<file path="src/rtl/fqs_pkg.sv">
// ----------------------------------------------------------------------------
// fqs_pkg
// Request and response types and operation/status codes for the FIFO queue
// with linear search.
// ----------------------------------------------------------------------------
package fqs_pkg;

    localparam int VALUE_W = 32;

    typedef enum logic [1:0] {
        KIND_INSERT = 2'd0,
        KIND_REMOVE = 2'd1,
        KIND_FIND   = 2'd2,
        KIND_CLEAR  = 2'd3
    } kind_t;

    typedef enum logic [1:0] {
        ST_OK    = 2'd0,
        ST_EMPTY = 2'd1,
        ST_FULL  = 2'd2,
        ST_MISS  = 2'd3
    } status_t;

    typedef struct packed {
        kind_t                      kind;
        logic signed [VALUE_W-1:0]  value;
    } req_t;

    typedef struct packed {
        status_t     status;
        logic [3:0]  position;
        logic        empty_res;
        logic [4:0]  occupancy;
    } rsp_t;

endpackage

</file>
<file path="src/rtl/fqs_ram.sv">
// ----------------------------------------------------------------------------
// fqs_ram
// Single-port-write, single-port-read synchronous RAM with registered read.
// ----------------------------------------------------------------------------
module fqs_ram #(
    parameter int WIDTH = 32,
    parameter int DEPTH = 16
) (
    input  logic                     clk,
    input  logic                     we,
    input  logic [$clog2(DEPTH)-1:0] waddr,
    input  logic [WIDTH-1:0]         wdata,
    input  logic [$clog2(DEPTH)-1:0] raddr,
    output logic [WIDTH-1:0]         rdata
);

    logic [WIDTH-1:0] mem [DEPTH];

    always_ff @(posedge clk)
    begin
        if (we)
        begin
            mem[waddr] <= wdata;
        end
        rdata <= mem[raddr];
    end

endmodule

</file>
<file path="src/rtl/fifo_queue_with_search_unit.sv">
// ----------------------------------------------------------------------------
// fifo_queue_with_search_unit
// A bounded FIFO of signed 32-bit values kept in a DEPTH-entry ring RAM.
// Insert, remove and clear answer straight from the idle state; find walks
// the held entries from the front through the RAM read port, one entry per
// cycle, stopping at the first match or after the last held entry. Clear
// only resets the pointers, so there is no clearing pass.
// Every request yields exactly one response, held in an output register; a
// new request is taken once the previous response has been taken or is
// being taken in the same cycle.
// ----------------------------------------------------------------------------
module fifo_queue_with_search_unit #(
    parameter int DEPTH = 16
) (
    input  logic           clk,
    input  logic           rst_n,
    input  logic           req_valid,
    output logic           req_stall,
    input  fqs_pkg::req_t  req,
    output logic           rsp_valid,
    input  logic           rsp_stall,
    output fqs_pkg::rsp_t  rsp
);

    localparam int AW = (DEPTH > 1) ? $clog2(DEPTH) : 1;
    localparam int CW = $clog2(DEPTH + 1);
    localparam logic [AW-1:0] LAST_IDX = AW'(DEPTH - 1);
    localparam logic [CW-1:0] FULL_CNT = CW'(DEPTH);

    typedef enum logic {
        S_IDLE,
        S_SEARCH
    } state_t;

    state_t                         state_reg, state_next;
    logic [AW-1:0]                  head_reg, head_next;
    logic [AW-1:0]                  tail_reg, tail_next;
    logic [CW-1:0]                  count_reg, count_next;
    logic [AW-1:0]                  addr_reg, addr_next;
    logic [AW-1:0]                  pos_reg, pos_next;
    logic [fqs_pkg::VALUE_W-1:0]    key_reg, key_next;
    logic                           out_valid_reg, out_valid_next;
    fqs_pkg::rsp_t                  out_reg, out_next;

    logic                           accept;
    logic                           ram_we;
    logic [AW-1:0]                  ram_raddr;
    logic [fqs_pkg::VALUE_W-1:0]    ram_rdata;

    logic                           res_load;
    fqs_pkg::status_t               res_status;
    logic [AW-1:0]                  res_pos;
    logic [CW-1:0]                  res_count;
    logic [AW+3:0]                  res_pos_wide;
    logic [CW+4:0]                  res_count_wide;
    logic [CW-1:0]                  pos_plus1;

    function automatic logic [AW-1:0] ring_next(input logic [AW-1:0] idx);
        logic [AW-1:0] r;
        r = (idx == LAST_IDX) ? '0 : idx + 1'b1;
        return r;
    endfunction

    fqs_ram #(
        .WIDTH (fqs_pkg::VALUE_W),
        .DEPTH (DEPTH)
    ) u_ram (
        .clk   (clk),
        .we    (ram_we),
        .waddr (tail_reg),
        .wdata (req.value),
        .raddr (ram_raddr),
        .rdata (ram_rdata)
    );

    assign req_stall = (state_reg != S_IDLE) || (out_valid_reg && rsp_stall);
    assign accept    = req_valid && !req_stall;
    assign ram_raddr = (state_reg == S_SEARCH) ? addr_reg : head_reg;
    assign pos_plus1 = CW'(pos_reg) + 1'b1;

    assign rsp_valid = out_valid_reg;
    assign rsp       = out_reg;

    always_comb
    begin
        state_next     = state_reg;
        head_next      = head_reg;
        tail_next      = tail_reg;
        count_next     = count_reg;
        addr_next      = addr_reg;
        pos_next       = pos_reg;
        key_next       = key_reg;
        out_valid_next = out_valid_reg && rsp_stall;
        ram_we         = 1'b0;
        res_load       = 1'b0;
        res_status     = fqs_pkg::ST_OK;
        res_pos        = '0;
        res_count      = count_reg;

        case (state_reg)
            S_IDLE:
            begin
                if (accept)
                begin
                    case (req.kind)
                        fqs_pkg::KIND_INSERT:
                        begin
                            res_load = 1'b1;
                            if (count_reg == FULL_CNT)
                            begin
                                res_status = fqs_pkg::ST_FULL;
                            end
                            else
                            begin
                                ram_we     = 1'b1;
                                tail_next  = ring_next(tail_reg);
                                count_next = count_reg + 1'b1;
                                res_count  = count_next;
                            end
                        end
                        fqs_pkg::KIND_REMOVE:
                        begin
                            res_load = 1'b1;
                            if (count_reg == '0)
                            begin
                                res_status = fqs_pkg::ST_EMPTY;
                            end
                            else
                            begin
                                head_next  = ring_next(head_reg);
                                count_next = count_reg - 1'b1;
                                res_count  = count_next;
                            end
                        end
                        fqs_pkg::KIND_FIND:
                        begin
                            if (count_reg == '0)
                            begin
                                res_load   = 1'b1;
                                res_status = fqs_pkg::ST_MISS;
                            end
                            else
                            begin
                                // head read is issued this cycle; walk from next entry
                                state_next = S_SEARCH;
                                key_next   = req.value;
                                addr_next  = ring_next(head_reg);
                                pos_next   = '0;
                            end
                        end
                        default:
                        begin
                            res_load   = 1'b1;
                            head_next  = '0;
                            tail_next  = '0;
                            count_next = '0;
                            res_count  = '0;
                        end
                    endcase
                end
            end
            S_SEARCH:
            begin
                // ram_rdata holds the entry at position pos_reg
                if (ram_rdata == key_reg)
                begin
                    res_load   = 1'b1;
                    res_pos    = pos_reg;
                    state_next = S_IDLE;
                end
                else if (pos_plus1 == count_reg)
                begin
                    res_load   = 1'b1;
                    res_status = fqs_pkg::ST_MISS;
                    state_next = S_IDLE;
                end
                else
                begin
                    addr_next = ring_next(addr_reg);
                    pos_next  = pos_reg + 1'b1;
                end
            end
            default:
            begin
                state_next = S_IDLE;
            end
        endcase

        res_pos_wide   = {4'b0, res_pos};
        res_count_wide = {5'b0, res_count};
        out_next       = out_reg;
        if (res_load)
        begin
            out_valid_next     = 1'b1;
            out_next.status    = res_status;
            out_next.position  = res_pos_wide[3:0];
            out_next.empty_res = (res_count == '0);
            out_next.occupancy = res_count_wide[4:0];
        end
    end

    always_ff @(posedge clk or negedge rst_n)
    begin
        if (!rst_n)
        begin
            state_reg     <= S_IDLE;
            head_reg      <= '0;
            tail_reg      <= '0;
            count_reg     <= '0;
            out_valid_reg <= 1'b0;
        end
        else
        begin
            state_reg     <= state_next;
            head_reg      <= head_next;
            tail_reg      <= tail_next;
            count_reg     <= count_next;
            out_valid_reg <= out_valid_next;
        end
    end

    always_ff @(posedge clk)
    begin
        addr_reg <= addr_next;
        pos_reg  <= pos_next;
        key_reg  <= key_next;
        out_reg  <= out_next;
    end

    a_count_bound: assert property (@(posedge clk) disable iff (!rst_n)
        count_reg <= FULL_CNT)
        else $error("held count exceeds depth");

    a_search_no_pending: assert property (@(posedge clk) disable iff (!rst_n)
        state_reg == S_SEARCH |-> !out_valid_reg)
        else $error("response pending during search");

    a_search_pos_held: assert property (@(posedge clk) disable iff (!rst_n)
        state_reg == S_SEARCH |-> CW'(pos_reg) < count_reg)
        else $error("search walked past held entries");

    a_search_holds_queue: assert property (@(posedge clk) disable iff (!rst_n)
        state_reg == S_SEARCH |=> $stable(count_reg) && $stable(head_reg))
        else $error("queue changed during search");

    a_empty_flag: assert property (@(posedge clk) disable iff (!rst_n)
        out_valid_reg && out_reg.empty_res |-> out_reg.occupancy == '0)
        else $error("empty response with nonzero occupancy");

endmodule

</file>
<file path="config.mk">
export PLATFORM = sky130hd
export DESIGN_NAME = fifo_queue_with_search_unit
export DESIGN_NICKNAME = d
export VERILOG_FILES = /design/src/rtl/fqs_pkg.sv /design/src/rtl/fqs_ram.sv /design/src/rtl/fifo_queue_with_search_unit.sv
export SDC_FILE = /design/constraint.sdc
export NUM_CORES = 1
export LEC_CHECK = 0
export ABC_AREA = 1
export BUFFER_PORTS_ARGS = -buffer_cell sky130_fd_sc_hd__buf_2
export CORE_ASPECT_RATIO = 1.4
export CORE_UTILIZATION = 35
export CTS_BUF_LIST = sky130_fd_sc_hd__clkbuf_2 sky130_fd_sc_hd__clkbuf_4 sky130_fd_sc_hd__clkbuf_8
export DETAILED_ROUTE_END_ITERATION = 8
export PLACE_DENSITY = 0.54
export SETUP_SLACK_MARGIN = 0.4
export SLEW_MARGIN = 20
export SYNTH_ARGS = -nofsm -noshare
export SYNTH_HDL_FRONTEND = slang
export SYNTH_SLANG_ARGS = --single-unit
</file>
<file path="constraint.sdc">
create_clock -name clk -period 6.7 [get_ports clk]
set_clock_uncertainty 0.1 [all_clocks]
set_input_delay 0.67 -clock clk [delete_from_list [all_inputs] [get_ports clk]]
set_output_delay 0.67 -clock clk [all_outputs]
set_load 0.03 [all_outputs]
</file>
==> results by stage, run 1 <==
Clocking:
- The maximum level of the CTS H-tree is 3.
- The clock edge transition at the registers on the reported setup and hold paths is 0.06 ns.
- The clock net sink count is 611.
- Once the clock tree was built, the setup fixing pass inserted 0 buffers.
- The clock tree root buffer cell is sky130_fd_sc_hd__clkbuf_8.
- The number of clock buffers added by TritonCTS is 89.
- Gates resized during post-CTS repair numbered 0.
- TritonCTS built the clock tree.
- The number of buffers between clock root and the deepest sink is 3.
- The count of hold-fix buffers inserted at cts is 1.
- For the worst-skew pair, the clock arrives at the later sink with an insertion delay of 0.69 ns.

Finish:
- The post-route cell area is 27630 um2.
- The register with the most flip-flops in the layout has 512 of them.
- The signed area change from the synthesized netlist to the final layout is 12.63%.
- Once layout is complete, the utilization of the core stands at 0.3994.
- The final layout contains 2009 nets.
- In the final layout, the share of cells above drive strength 1 is 0.1359.
- Once layout is complete, the cells apart from fillers number 2961.
- The filler cell count is 6442.

Critical path:
- The critical path arrival is 4.35 ns.
- The startpoint identified for the worst register-to-register timing path is state_reg.
- For the worst flop-to-flop path, the logic depth is 7.
- The type of element capturing the critical path is a flop.
- For the worst setup path, the data required time is 7.20 ns.
- The maximum fanout along the worst path is 85.
- The type of element launching the critical path is a flop.
- The slack of the worst reg-to-reg path is 2.85 ns.
- The launch point of the worst path is state_reg.
- Following the worst setup path forward leads to its endpoint at u_ram.rdata[22].
- The critical path is of the reg2reg type.
- The end of the worst register-to-register path is u_ram.rdata[22].

Route:
- Using the TritonRoute via totals, the vias-per-cell ratio works out to 5.090.
- The wire length reported by the detailed router is 61110 um.
- The detailed-route via count is 15070.
- The post-route antenna net violation count is 0.
- Before antenna repair, the detailed router went through 7 iterations.
- After detailed routing, the number of remaining DRC violations is 0.
- The average wire length per cell after detail routing is 20.64 um.
- The number of DRC markers after the initial detailed-route iteration is 1063.

Die:
- The core outline area is 69180 um2.
- In this run the count of I/O pins placed on the die edge is 52.
- The floorplan step defined a die boundary enclosing 71160 um2.
- The effective utilization at floorplan is 0.3546.
- The die is 315.2 um tall.
- From left edge to right edge, the die measures 225.7 um.
- The floorplan row count is 114.

Global routing:
- Across every metal layer, demand over resource in global routing totals 0.1732.
- After global routing the overflow that remains totals 0.
- The initial antenna violation count is 5.
- The pin count of the biggest net entering global routing is 212.
- The first global-routing pass estimated 91160 um of wire.
- The via count of the first global-routing pass is 14910.

Placement:
- The port buffer count is 51.
- The area of placed instances is 25770 um2.
- The placed instance count is 2794.
- At the end of routability-driven placement, the weighted congestion stood at 0.8234.
- Once detailed placement completed, the half-perimeter wirelength came to 29130 um.

Power:
- The analysis attributes to cell leakage a power of 0.009447 uW.
- IR analysis of the VDD net gives a maximum drop of 0.0003382 V.
- The final total power is 9972 uW.
- The power density over the cells is 360.9 nW/um2.

STA:
- Setup repair after global routing left no endpoint under its margin.
- Setup violations remaining at the end of the flow were counted as 0.
- The number of max-slew violations in the final report is 0.
- The achievable frequency is 0.2598 GHz.
- The number of hold-slack violations in the final timing report is 0.
- For the pin with the worst max-slew slack, the measured transition is 1.124 ns.
- The post-route setup TNS is 0 ns.
- The post-route minimum period is 3.848 ns.
- The post-route clock period utilization is 0.5744.
- The worst pin sits at a relative slew slack of 0.2493.

Logic synthesis:
- In this run the mean area of a mapped cell was 12.94 um2.
- Counting flops and latches in the post-synthesis netlist gives 611.
- The post-synthesis net count is 1946.
- The count of cell types in the netlist is 34.
- For this run, the register share of the synthesized area comes to 0.7319.
- The mapped cell area is 24530 um2.
- The largest area contributor in the synthesized netlist is sky130_fd_sc_hd__edfxtp_1.
- The share of synthesized area in the top cell type comes to 0.6904.
- Yosys attributes the largest share of cell area to sky130_fd_sc_hd__edfxtp_1 69%, sky130_fd_sc_hd__o211ai_1 6.9%, sky130_fd_sc_hd__nand2_1 3.4%.
- For this run, the number of Yosys warnings is 0.
- The count of mapped cells out of synthesis is 1895.

Flow run:
- The tool flagged a number of max-cap violations equal to 0.

Run status:
- The run finished with clean final reports.

Min path:
- The min-delay analysis places its worst path in the category in2reg.
where the power goes:
| group | switching [uW] | internal (uW) |
|---|---|---|
| Clock | 1390 | 1680 |
| Sequential | 120 | 4400 |
| Combinational | 1690 | 701 |
cell usage in the layout (no fill, tap or decap), types with 4 or more instances in the layout:
cell / netlist / routed
sky130_fd_sc_hd__edfxtp_1: 564 / 564
sky130_fd_sc_hd__o211ai_1: 226 / 226
sky130_fd_sc_hd__nand2_1: 220 / 220
sky130_fd_sc_hd__inv_1: 167 / 166
sky130_fd_sc_hd__nor2_1: 174 / 161
sky130_fd_sc_hd__o21ai_0: 113 / 113
sky130_fd_sc_hd__nand3_1: 94 / 94
sky130_fd_sc_hd__clkbuf_8: 0 / 94
sky130_fd_sc_hd__o21ai_1: 60 / 58
sky130_fd_sc_hd__clkbuf_4: 0 / 54
sky130_fd_sc_hd__buf_2: 62 / 51
sky130_fd_sc_hd__a21oi_1: 38 / 38
sky130_fd_sc_hd__dfxtp_1: 32 / 32
sky130_fd_sc_hd__xnor2_1: 31 / 31
sky130_fd_sc_hd__buf_4: 5 / 27
sky130_fd_sc_hd__dfrtp_1: 15 / 15
sky130_fd_sc_hd__nor2_4: 0 / 13
sky130_fd_sc_hd__ha_1: 13 / 13
sky130_fd_sc_hd__nand4_1: 7 / 7
sky130_fd_sc_hd__inv_2: 6 / 5
sky130_fd_sc_hd__clkinv_2: 0 / 5
sky130_fd_sc_hd__nor3_2: 0 / 4
sky130_fd_sc_hd__inv_6: 0 / 4
sky130_fd_sc_hd__or2_2: 4 / 4
critical path: stages (launching register included):
cell and delay [ns]:
sky130_fd_sc_hd__dfrtp_1 0.84, sky130_fd_sc_hd__o21ai_4 0.42, sky130_fd_sc_hd__inv_4 0.70, sky130_fd_sc_hd__buf_4 0.89, sky130_fd_sc_hd__o21ai_0 0.25, sky130_fd_sc_hd__o211ai_1 0.23
sky130_fd_sc_hd__nand3_1 0.10, sky130_fd_sc_hd__nand2_1 0.09
per-stage QoR:
stage               hold slack (ns)  worst slack, ns
floorplan                    0.2744            2.399
CTS                          0.1070            2.844
detailed placement           0.4310            2.886
finish                       0.1714            2.852
global route                 0.1853            2.583
global placement             0.4157            2.827
cell families (layout without fill, tap and decap cells):
| group | count (synthesis) | in the layout | synth area share |
|---|---|---|---|
| buf+inv | 282 | 418 | 0.04963 |
| compound gates | 445 | 445 | 0.1151 |
| other cells | 0 | 2 | 0 |
| flops | 611 | 611 | 0.7319 |
| fa+ha+maj | 13 | 13 | 0.006631 |
| xor+xnor | 33 | 33 | 0.01178 |
| simple gates | 511 | 511 | 0.08503 |
final cells by class:
cell class / count / area, um2 / share of cell area
flip-flops and latches: 611 / 17950 / 0.6498
multi-input cells: 1002 / 5514 / 0.1996
clock buffers: 148 / 1699 / 0.06150
well taps: 928 / 1161 / 0.04203
inverters: 174 / 663.1 / 0.02400
repair buffers: 80 / 488.0 / 0.01766
clock inverters: 16 / 145.1 / 0.005253
diodes: 2 / 5.005 / 0.0001812
per-layer routing:
| layer | GRT usage | part of all wire | vias to the layer above |
|---|---|---|---|
| met5 | 0 | 0.00047 | - |
| met4 | 0.06602 | 0.025 | 4 |
| met2 | 0.2989 | 0.50 | 394 |
| met1 | 0.2184 | 0.43 | 7564 |
| li1 | - | - | 7010 |
| met3 | 0.02526 | 0.049 | 100 |
how the worst min path moves through the flow:
stage / startpoint / endpoint / slack (ns) / cells past startpoint
after floorplan: rst_n / count_reg[0] / 0.27 / 0
final: rsp_stall / rsp_valid / 0.17 / 3
after detailed placement: rsp_valid / rsp_valid / 0.43 / 2
after global routing: rsp_stall / rsp_valid / 0.19 / 3
after CTS: rsp_stall / rsp_valid / 0.11 / 3
after global placement: head_reg[3] / head_reg[3] / 0.42 / 2
Yosys cell counts, drive strengths merged:
cell type	n
nand3	94
a31oi	1
buf	76
xor2	2
nand3b	1
dfrtp	15
dfxtp	32
edfxtp	564
inv	174
a21oi	38
nor2	175
or2	4
a21boi	1
o211ai	226
clkbuf	32
nand4	7
ha	13
o32ai	1
nand2	223
xnor2	31
o21ai	174
nor3	7
o31ai	2
o22ai	1
a311o	1
Power figures use the tool's default switching activity.
==> inputs of run 2 (changes only) <==
--- a/config.mk
+++ b/config.mk
@@ -11,7 +11,7 @@
 export CORE_UTILIZATION = 35
 export CTS_BUF_LIST = sky130_fd_sc_hd__clkbuf_2 sky130_fd_sc_hd__clkbuf_4 sky130_fd_sc_hd__clkbuf_8
 export DETAILED_ROUTE_END_ITERATION = 8
-export PLACE_DENSITY = 0.54
+export PLACE_DENSITY = 0.55
 export SETUP_SLACK_MARGIN = 0.4
 export SLEW_MARGIN = 20
 export SYNTH_ARGS = -nofsm -noshare
==> constraint.sdc (replaced) <==
create_clock -name clk -period 3.46 [get_ports clk]
set_clock_uncertainty 0.1 [all_clocks]
set_input_delay 0.346 -clock clk [delete_from_list [all_inputs] [get_ports clk]]
set_output_delay 0.346 -clock clk [all_outputs]
set_load 0.03 [all_outputs]
==> run 2 against run 1 <==
  * Worst hold slack improved by 0.028 ns
  * Total power grew 97%
  * Non-clock buffer count up 53
  * Critical path depth up 1
  * Maximum frequency increased by 39%
  * Largest power group unchanged
==> results by stage, run 2 (synthesis gave the netlist of run 1 again) <==
Run status:
- Status: completed (unchanged).

Power:
- The power dissipated by switching net loads came to 6417 uW (was 3197 uW).
- The power share of the clock group is 0.298 (was 0.308).
- The total internal power is 13190 uW (was 6775 uW).
- The switching part of the total power was 0.3272 (was 0.3206).
- The worst ir drop on vdd is 0.0003905 V (was 0.0003382 V).
- The leakage power total is 0.009746 uW (was 0.009447 uW).
- The fraction of power consumed by combinational cells is 0.256 (was 0.240).
- The sequential cell fraction of total power came to 0.446 (was 0.453).
- The power density over the cells came to 692.2 nW/um2 (was 360.9 nW/um2).

Global routing:
- The wire length of the first global-routing pass is 90020 um (was 91160 um).
- The via count of the first global-routing pass is 15170 (was 14910).
- The total track usage was 0.1688 (was 0.1732).
- The initial antenna violation count is 1 (was 5).
- The total congestion overflow after global routing is 0 (unchanged).
- The pin count of the biggest net entering global routing is 100 (was 212).

Placement:
- The placed wire-length estimate is 33000 um (was 29130 um).
- The routability congestion estimate from global placement was 0.8013 (was 0.8234).
- The worst setup slack after placement is 0.6045 ns (was 2.886 ns).
- The port buffer count is 51 (unchanged).

Critical path:
- The type of element capturing the critical path is a flop (unchanged).
- The critical path start-end classification was reg2reg (unchanged).
- The slack of the worst reg-to-reg path is 0.70 ns (was 2.85 ns).
- The required time of the worst setup path was 3.70 ns (was 7.20 ns).
- The logic depth of the worst register-to-register path was 8 (was 7).
- The end of the worst register-to-register path is u_ram.mem[6][0] (was u_ram.rdata[22]).
- The critical path arrival is 3.00 ns (was 4.35 ns).
- The launch instance of the worst register-to-register path is count_reg[0] (was state_reg).
- The type of element launching the critical path is a flop (unchanged).
- The maximum fanout along the worst path is 15 (was 85).

STA:
- The minimum setup slack in the final design is 0.6983 ns (was 2.852 ns).
- The measured slew at the worst slew-check pin is 0.7538 ns (was 1.124 ns).
- The post-route clock period utilization came to 0.7982 (was 0.5744).
- The number of max-slew violations in the final report is 0 (unchanged).
- The headroom to the max-slew limit was 0.4958 (was 0.2493).
- The number of hold-slack violations in the final timing report was 0 (unchanged).
- Setup repair after global routing missed its margin: no (unchanged).
- The number of setup violations in the final report was 0 (unchanged).
- The achievable frequency is 0.3621 GHz (was 0.2598 GHz).
- The post-route minimum period is 2.762 ns (was 3.848 ns).
- The worst-case hold slack is 0.1991 ns (was 0.1714 ns).

Finish:
- Most frequent cells in the layout: 564 x sky130_fd_sc_hd__edfxtp_1, 226 x sky130_fd_sc_hd__o211ai_1, 220 x sky130_fd_sc_hd__nand2_1 (unchanged).
- The most common cell after layout, fill and taps aside is sky130_fd_sc_hd__edfxtp_1 (unchanged).
- The share of cells above drive strength 1 is 0.1380 (was 0.1359).
- The total number of nets in the final design came to 2063 (was 2009).
- The signed area change from the synthesized netlist to the final layout is 15.49% (was 12.63%).
- The flip-flop count of the largest register after layout was 512 (unchanged).

Route:
- The detailed-route via count is 15020 (was 15070).
- The number of iterations in the first detailed-routing pass was 6 (was 7).
- The number of remaining DRC errors is 0 (unchanged).
- The vias per cell is 4.980 (was 5.090).
- The post-route antenna net violation count is 0 (unchanged).
- The average wire length per cell after detail routing came to 19.51 um (was 20.64 um).
- The wire length reported by the detailed router is 58860 um (was 61110 um).
- The number of DRC markers after the initial detailed-route iteration was 1025 (was 1063).

Die:
- The core outline area is 69180 um2 (unchanged).
- The floorplan row count is 114 (unchanged).
- The effective utilization at floorplan came to 0.3546 (unchanged).
- The count of boundary I/O pins was 52 (unchanged).
- The floorplan die area was 71160 um2 (unchanged).
- The height of the die came to 315.2 um (unchanged).
- The x dimension of the die is 225.7 um (unchanged).

Clocking:
- The clock tree root buffer cell is sky130_fd_sc_hd__clkbuf_8 (unchanged).
- The maximum level of the CTS H-tree is 3 (unchanged).
- The number of buffers between clock root and the deepest sink was 3 (unchanged).
- The clock net sink count is 611 (unchanged).
- The TritonCTS clock tree is built (unchanged).
- The count of instances resized after the clock tree is built came to 0 (unchanged).
- The clock latency at the later pin of the worst-skew pair came to 0.70 ns (was 0.69 ns).
- The number of CTS-inserted buffers is 90 (was 89).
- The clock edge transition at the registers on the reported setup and hold paths came to 0.06 ns (about the same).

Flow run:
- The reported max-cap violation count is 0 (unchanged).

Min path:
- The type of the worst min-delay path is in2reg (unchanged).
- The startpoint of the lowest-slack hold path is req_valid (was rsp_stall).
- The endpoint of the worst hold-timing path was count_reg[3] (was rsp_valid).
- The hold path depth is 5 (was 3).
==> run 2: changes by cell type in the layout (fill, tap and decap cells not counted), sizes merged <==
cell	previous run	this run
dlygate4sd3	1	35
diode	2	1
clkinv	8	26
buf	79	98
clkbuf	148	137
bufinv	2	0
clkinvlp	3	2
inv	177	176
==> run 2: per-stage QoR <==
step           cell area, um2  power (uW)    util  setup TNS (ns)  instances
2_1_floorplan           24560       12390       -          -50.90       1895
3_3_place_gp            26130       13830  0.3777               0       2813
3_5_place_dp            26130       13920  0.3777               0       2813
4_1_cts                 28330       19830  0.4095               0       3015
5_1_grt                 28330       20670  0.4095               0       3016
6_report                28330       19610  0.4095               0       3016
==> run 2: how the worst max path moves through the flow <==
| stage | start | endpoint | slack (ns) |
|---|---|---|---|
| after global placement | req[32] | u_ram.mem[13][13] | 0.58 |
| after global routing | state_reg | u_ram.mem[13][15] | 0.57 |
| final | count_reg[0] | u_ram.mem[6][0] | 0.70 |
| after CTS | state_reg | u_ram.mem[13][15] | 0.66 |
| after detailed placement | req[32] | u_ram.mem[13][13] | 0.60 |
| after floorplan | count_reg[0] | u_ram.mem[11][0] | -0.53 |
==> run 2: layer usage <==
layer,part of all wire,GRT usage,vias to the layer above
met5,0,0,-
met3,0.045,0.02582,89
met1,0.42,0.2073,7419
met2,0.51,0.2988,383
met4,0.022,0.05999,0
li1,-,-,7129
==> run 2: worst max-delay path, cell delays in order (launching register included) <==
cell                      delay [ns]
sky130_fd_sc_hd__dfrtp_1        0.44
sky130_fd_sc_hd__inv_1          0.12
sky130_fd_sc_hd__ha_1           0.30
sky130_fd_sc_hd__nand3_1        0.14
sky130_fd_sc_hd__nand2_1        0.08
sky130_fd_sc_hd__nor2_1         0.37
sky130_fd_sc_hd__nand2_1        0.36
sky130_fd_sc_hd__nor2_4         0.18
sky130_fd_sc_hd__buf_4          0.33
==> run 2: layout make-up <==
cell class | instances | area [um2]
tap | 928 | 1161
antenna | 1 | 2.502
clock buffer | 137 | 1673
sequential | 611 | 17950
timing repair buffer | 133 | 1184
inverter | 174 | 660.6
clock inverter | 30 | 176.4
fill | 6409 | 40850
multi-input combinational | 1002 | 5520
==> run 2: power by group through the flow <==
stage / sequential (uW) / combinational (uW) / clock (uW)
2_1_floorplan: 8910 / 3480 / 0
3_3_place_gp: 8890 / 4940 / 0
3_5_place_dp: 8900 / 5020 / 0
4_1_cts: 8750 / 5060 / 6020
5_1_grt: 8780 / 5580 / 6320
6_report: 8740 / 5020 / 5850
==> run 2: timing repair <==
action / 4_1_cts / 5_1_grt
endpoints found under the hold margin: 559 / 0
buffers inserted: 0 / 0
hold buffers: 35 / 0
==> inputs of run 3 (changes only) <==
--- a/config.mk
+++ b/config.mk
@@ -11,7 +11,7 @@
 export CORE_UTILIZATION = 35
 export CTS_BUF_LIST = sky130_fd_sc_hd__clkbuf_2 sky130_fd_sc_hd__clkbuf_4 sky130_fd_sc_hd__clkbuf_8
 export DETAILED_ROUTE_END_ITERATION = 8
-export PLACE_DENSITY = 0.55
+export PLACE_DENSITY = 0.54
 export SETUP_SLACK_MARGIN = 0.4
 export SLEW_MARGIN = 20
 export SYNTH_ARGS = -nofsm -noshare
==> constraint.sdc (replaced) <==
create_clock -name clk -period 2.6 [get_ports clk]
set_clock_uncertainty 0.1 [all_clocks]
set_input_delay 0.26 -clock clk [delete_from_list [all_inputs] [get_ports clk]]
set_output_delay 0.26 -clock clk [all_outputs]
set_load 0.03 [all_outputs]
==> run 3 against run 2 <==
  * Highest routed layer unchanged
  * Cell area up 3.7%
  * Critical path depth up 1
  * Largest power group unchanged
  * Largest cell class unchanged
  * Cell count up 1.8%
  * Routed wire length up 9.7%
  * Via count up 3.3%
  * Worst setup slack worse by 0.23 ns
==> results by stage, run 3 (synthesis gave the netlist of run 1 again) <==
Critical path:
- List of cells traversed by the critical path: inv_2 -> ha_4 -> nand3_4 -> nand2_4 -> nor2_4 -> buf_4 -> inv_4 -> nor3_4 -> buf_4 (was inv_1 -> ha_1 -> nand3_1 -> nand2_1 -> nor2_1 -> nand2_1 -> nor2_4 -> buf_4).
- The kind of cell adding the most delay to the critical path is buffers and inverters (was simple AND/OR/NAND/NOR gates).
- The end of the worst register-to-register path was u_ram.mem[3][25] (was u_ram.mem[6][0]).
- The logic depth of the worst register-to-register path is 9 (was 8).
- The launch point of the worst path is count_reg[0] (unchanged).
- The critical path start-end classification is reg2reg (unchanged).
- The slack of the worst reg-to-reg path is 0.46 ns (was 0.70 ns).
- The number of cells on the critical path is 9 (was 8).
- The dominant cell type by count on the critical path is sky130_fd_sc_hd__buf_4 (was sky130_fd_sc_hd__nand2_1).
- The maximum fanout along the worst path is 13 (was 15).
- The launch instance of the worst register-to-register path was count_reg[0] (unchanged).
- The type of element launching the critical path is a flop (unchanged).
- The critical path arrival came to 2.39 ns (was 3.00 ns).
- The endpoint of the worst setup timing path was u_ram.mem[3][25] (was u_ram.mem[6][0]).
- The critical path's slowest cell is sky130_fd_sc_hd__dfrtp_1 (unchanged).
- The number of buffer and inverter stages on the critical path was 4 (was 2).
- The type of element capturing the critical path is a flop (unchanged).
- The required time of the worst setup path is 2.86 ns (was 3.70 ns).
- The delay contributed by the slowest stage of the critical path was 0.37 ns (was 0.44 ns).

Route:
- The average wire length per cell after detail routing is 21.02 um (was 19.51 um).
- The detailed-route via count was 15510 (was 15020).
- The wire length reported by the detailed router is 64550 um (was 58860 um).
- The number of DRC markers after the initial detailed-route iteration is 1154 (was 1025).
- The number of iterations in the first detailed-routing pass is 5 (was 6).
- The vias per cell is 5.051 (was 4.980).
- The number of remaining DRC errors is 0 (unchanged).
- The post-route antenna net violation count is 0 (unchanged).

Die:
- The count of boundary I/O pins was 52 (unchanged).
- The core outline area is 69180 um2 (unchanged).
- The floorplan die area is 71160 um2 (unchanged).
- The effective utilization at floorplan came to 0.3546 (unchanged).
- The x dimension of the die is 225.7 um (unchanged).
- The height of the die came to 315.2 um (unchanged).
- The floorplan row count is 114 (unchanged).

Finish:
- The most common cell after layout, fill and taps aside is sky130_fd_sc_hd__edfxtp_1 (unchanged).
- The post-route cell area is 29390 um2 (was 28330 um2).
- The final design utilization came to 0.4248 (was 0.4095).
- The share of cells above drive strength 1 is 0.1704 (was 0.1380).
- The total number of nets in the final design came to 2119 (was 2063).
- The flip-flop count of the largest register after layout was 512 (unchanged).
- The filler cell count is 6355 (was 6409).
- The signed area change from the synthesized netlist to the final layout is 19.81% (was 15.49%).
- Most frequent cells in the layout: 564 x sky130_fd_sc_hd__edfxtp_1, 226 x sky130_fd_sc_hd__o211ai_1, 214 x sky130_fd_sc_hd__nand2_1 (was 564 x sky130_fd_sc_hd__edfxtp_1, 226 x sky130_fd_sc_hd__o211ai_1, 220 x sky130_fd_sc_hd__nand2_1).

Min path:
- The type of the worst min-delay path is in2reg (unchanged).

Placement:
- The area of placed instances came to 26530 um2 (was 26130 um2).
- The placed wire-length estimate was 34410 um (was 33000 um).
- The port buffer count came to 51 (unchanged).
- The routability congestion estimate from global placement is 0.8071 (was 0.8013).

Flow run:
- The reported max-cap violation count was 0 (unchanged).

Global routing:
- The via count of the first global-routing pass is 15490 (was 15170).
- The total congestion overflow after global routing is 0 (unchanged).
- The wire length of the first global-routing pass came to 95580 um (was 90020 um).
- The initial antenna violation count came to 1 (unchanged).
- The total track usage is 0.1814 (was 0.1688).
- The pin count of the biggest net entering global routing was 90 (was 100).

Clocking:
- The clock net sink count is 611 (unchanged).
- The clock tree root buffer cell is sky130_fd_sc_hd__clkbuf_8 (unchanged).
- The number of buffers between clock root and the deepest sink came to 3 (unchanged).
- The clock edge transition at the registers on the reported setup and hold paths came to 0.06 ns (about the same).
- The number of CTS-inserted buffers is 90 (unchanged).
- The maximum level of the CTS H-tree is 3 (unchanged).
- The TritonCTS clock tree is built (unchanged).
- The clock latency at the later pin of the worst-skew pair was 0.70 ns (about the same).

STA:
- Setup repair after global routing missed its margin: yes (was no).
- The number of max-slew violations in the final report came to 0 (unchanged).
- The number of setup violations in the final report is 0 (unchanged).
- The post-route clock period utilization is 0.8216 (was 0.7982).
- The measured slew at the worst slew-check pin is 1.016 ns (was 0.7538 ns).
- The number of hold-slack violations in the final timing report is 0 (unchanged).
- The post-route setup TNS is 0 ns (unchanged).
- The post-route minimum period was 2.136 ns (was 2.762 ns).
- The worst-case hold slack is 0.06281 ns (was 0.1991 ns).
- The headroom to the max-slew limit came to 0.3217 (was 0.4958).
- The achievable frequency is 0.4682 GHz (was 0.3621 GHz).

Power:
- The final total power was 27140 uW (was 19610 uW).
- The worst ir drop on vdd is 0.0004250 V (was 0.0003905 V).
- The leakage power total is 0.01026 uW (was 0.009746 uW).
- The power density over the cells is 923.4 nW/um2 (was 692.2 nW/um2).

Run status:
- Status: completed (unchanged).
## run 3: changes by cell type in the layout (fill, tap and decap cells not counted), moves of 5 or more
cell                       previous run  this run
sky130_fd_sc_hd__clkinv_1            13        18
sky130_fd_sc_hd__nor2_4              13        18
sky130_fd_sc_hd__buf_4               29        48
sky130_fd_sc_hd__nand2_1            220       214
sky130_fd_sc_hd__buf_6                0        10
sky130_fd_sc_hd__nor2_1             161       154
sky130_fd_sc_hd__nand2_4              0         5
sky130_fd_sc_hd__buf_16               0         8
sky130_fd_sc_hd__buf_12              18        30
sky130_fd_sc_hd__clkbuf_8           103        98
## run 3: layout make-up
| cell class | instances | area (um2) | share of cell area |
|---|---|---|---|
| flip-flops and latches | 611 | 17950 | 0.6109 |
| multi-input cells | 1003 | 5695 | 0.1938 |
| repair buffers | 188 | 2072 | 0.07050 |
| clock buffers | 128 | 1574 | 0.05356 |
| well taps | 928 | 1161 | 0.03951 |
| inverters | 174 | 668.1 | 0.02273 |
| clock inverters | 38 | 261.5 | 0.008898 |
| diodes | 1 | 2.502 | 0.00008515 |
## run 3: stage by stage
step / setup slack (ns) / cells
global route: 0.3276 / 3071
detailed placement: -0.01489 / 2836
global placement: 0.02796 / 2836
finish: 0.4639 / 3071
CTS: 0.3592 / 3052
floorplan: 0.1901 / 1895
## run 3: layer usage
layer,GRT usage,vias up,share of wire
li1,-,7253,-
met1,0.2193,7687,0.41
met2,0.3214,456,0.51
met3,0.02460,115,0.046
met4,0.07761,0,0.033
met5,0,-,0
## run 3: repair_timing
action                                  CTS  global route
endpoints found under the hold margin   560             0
gates cloned                              6             3
gates resized for setup                  25            25
hold buffers                             35             0
endpoints found under the setup margin  448           124
buffers inserted                          9            15
pin swaps                                 7             9
## run 3: tightest hold or removal path: stages
cell and delay (ns):
sky130_fd_sc_hd__buf_2 0.10, sky130_fd_sc_hd__ha_1 0.17, sky130_fd_sc_hd__nor2_2 0.09, sky130_fd_sc_hd__nand2_1 0.09, sky130_fd_sc_hd__nand2_1 0.07
## run 3: worst min path at each step
stage,start,to,slack [ns],depth (start not counted)
2_1_floorplan,rst_n,count_reg[0],-0.14,0
3_3_place_gp,rst_n,count_reg[4],0.1,1
3_5_place_dp,rst_n,count_reg[4],0.10,1
4_1_cts,req[33],count_reg[3],0.06,5
5_1_grt,req[33],count_reg[3],0.09,5
6_report,req[33],count_reg[3],0.06,5
## run 3: power breakdown
part           switching, uW  internal (uW)
clock network           3690           4140
logic                   4990           2730
registers                258          11300
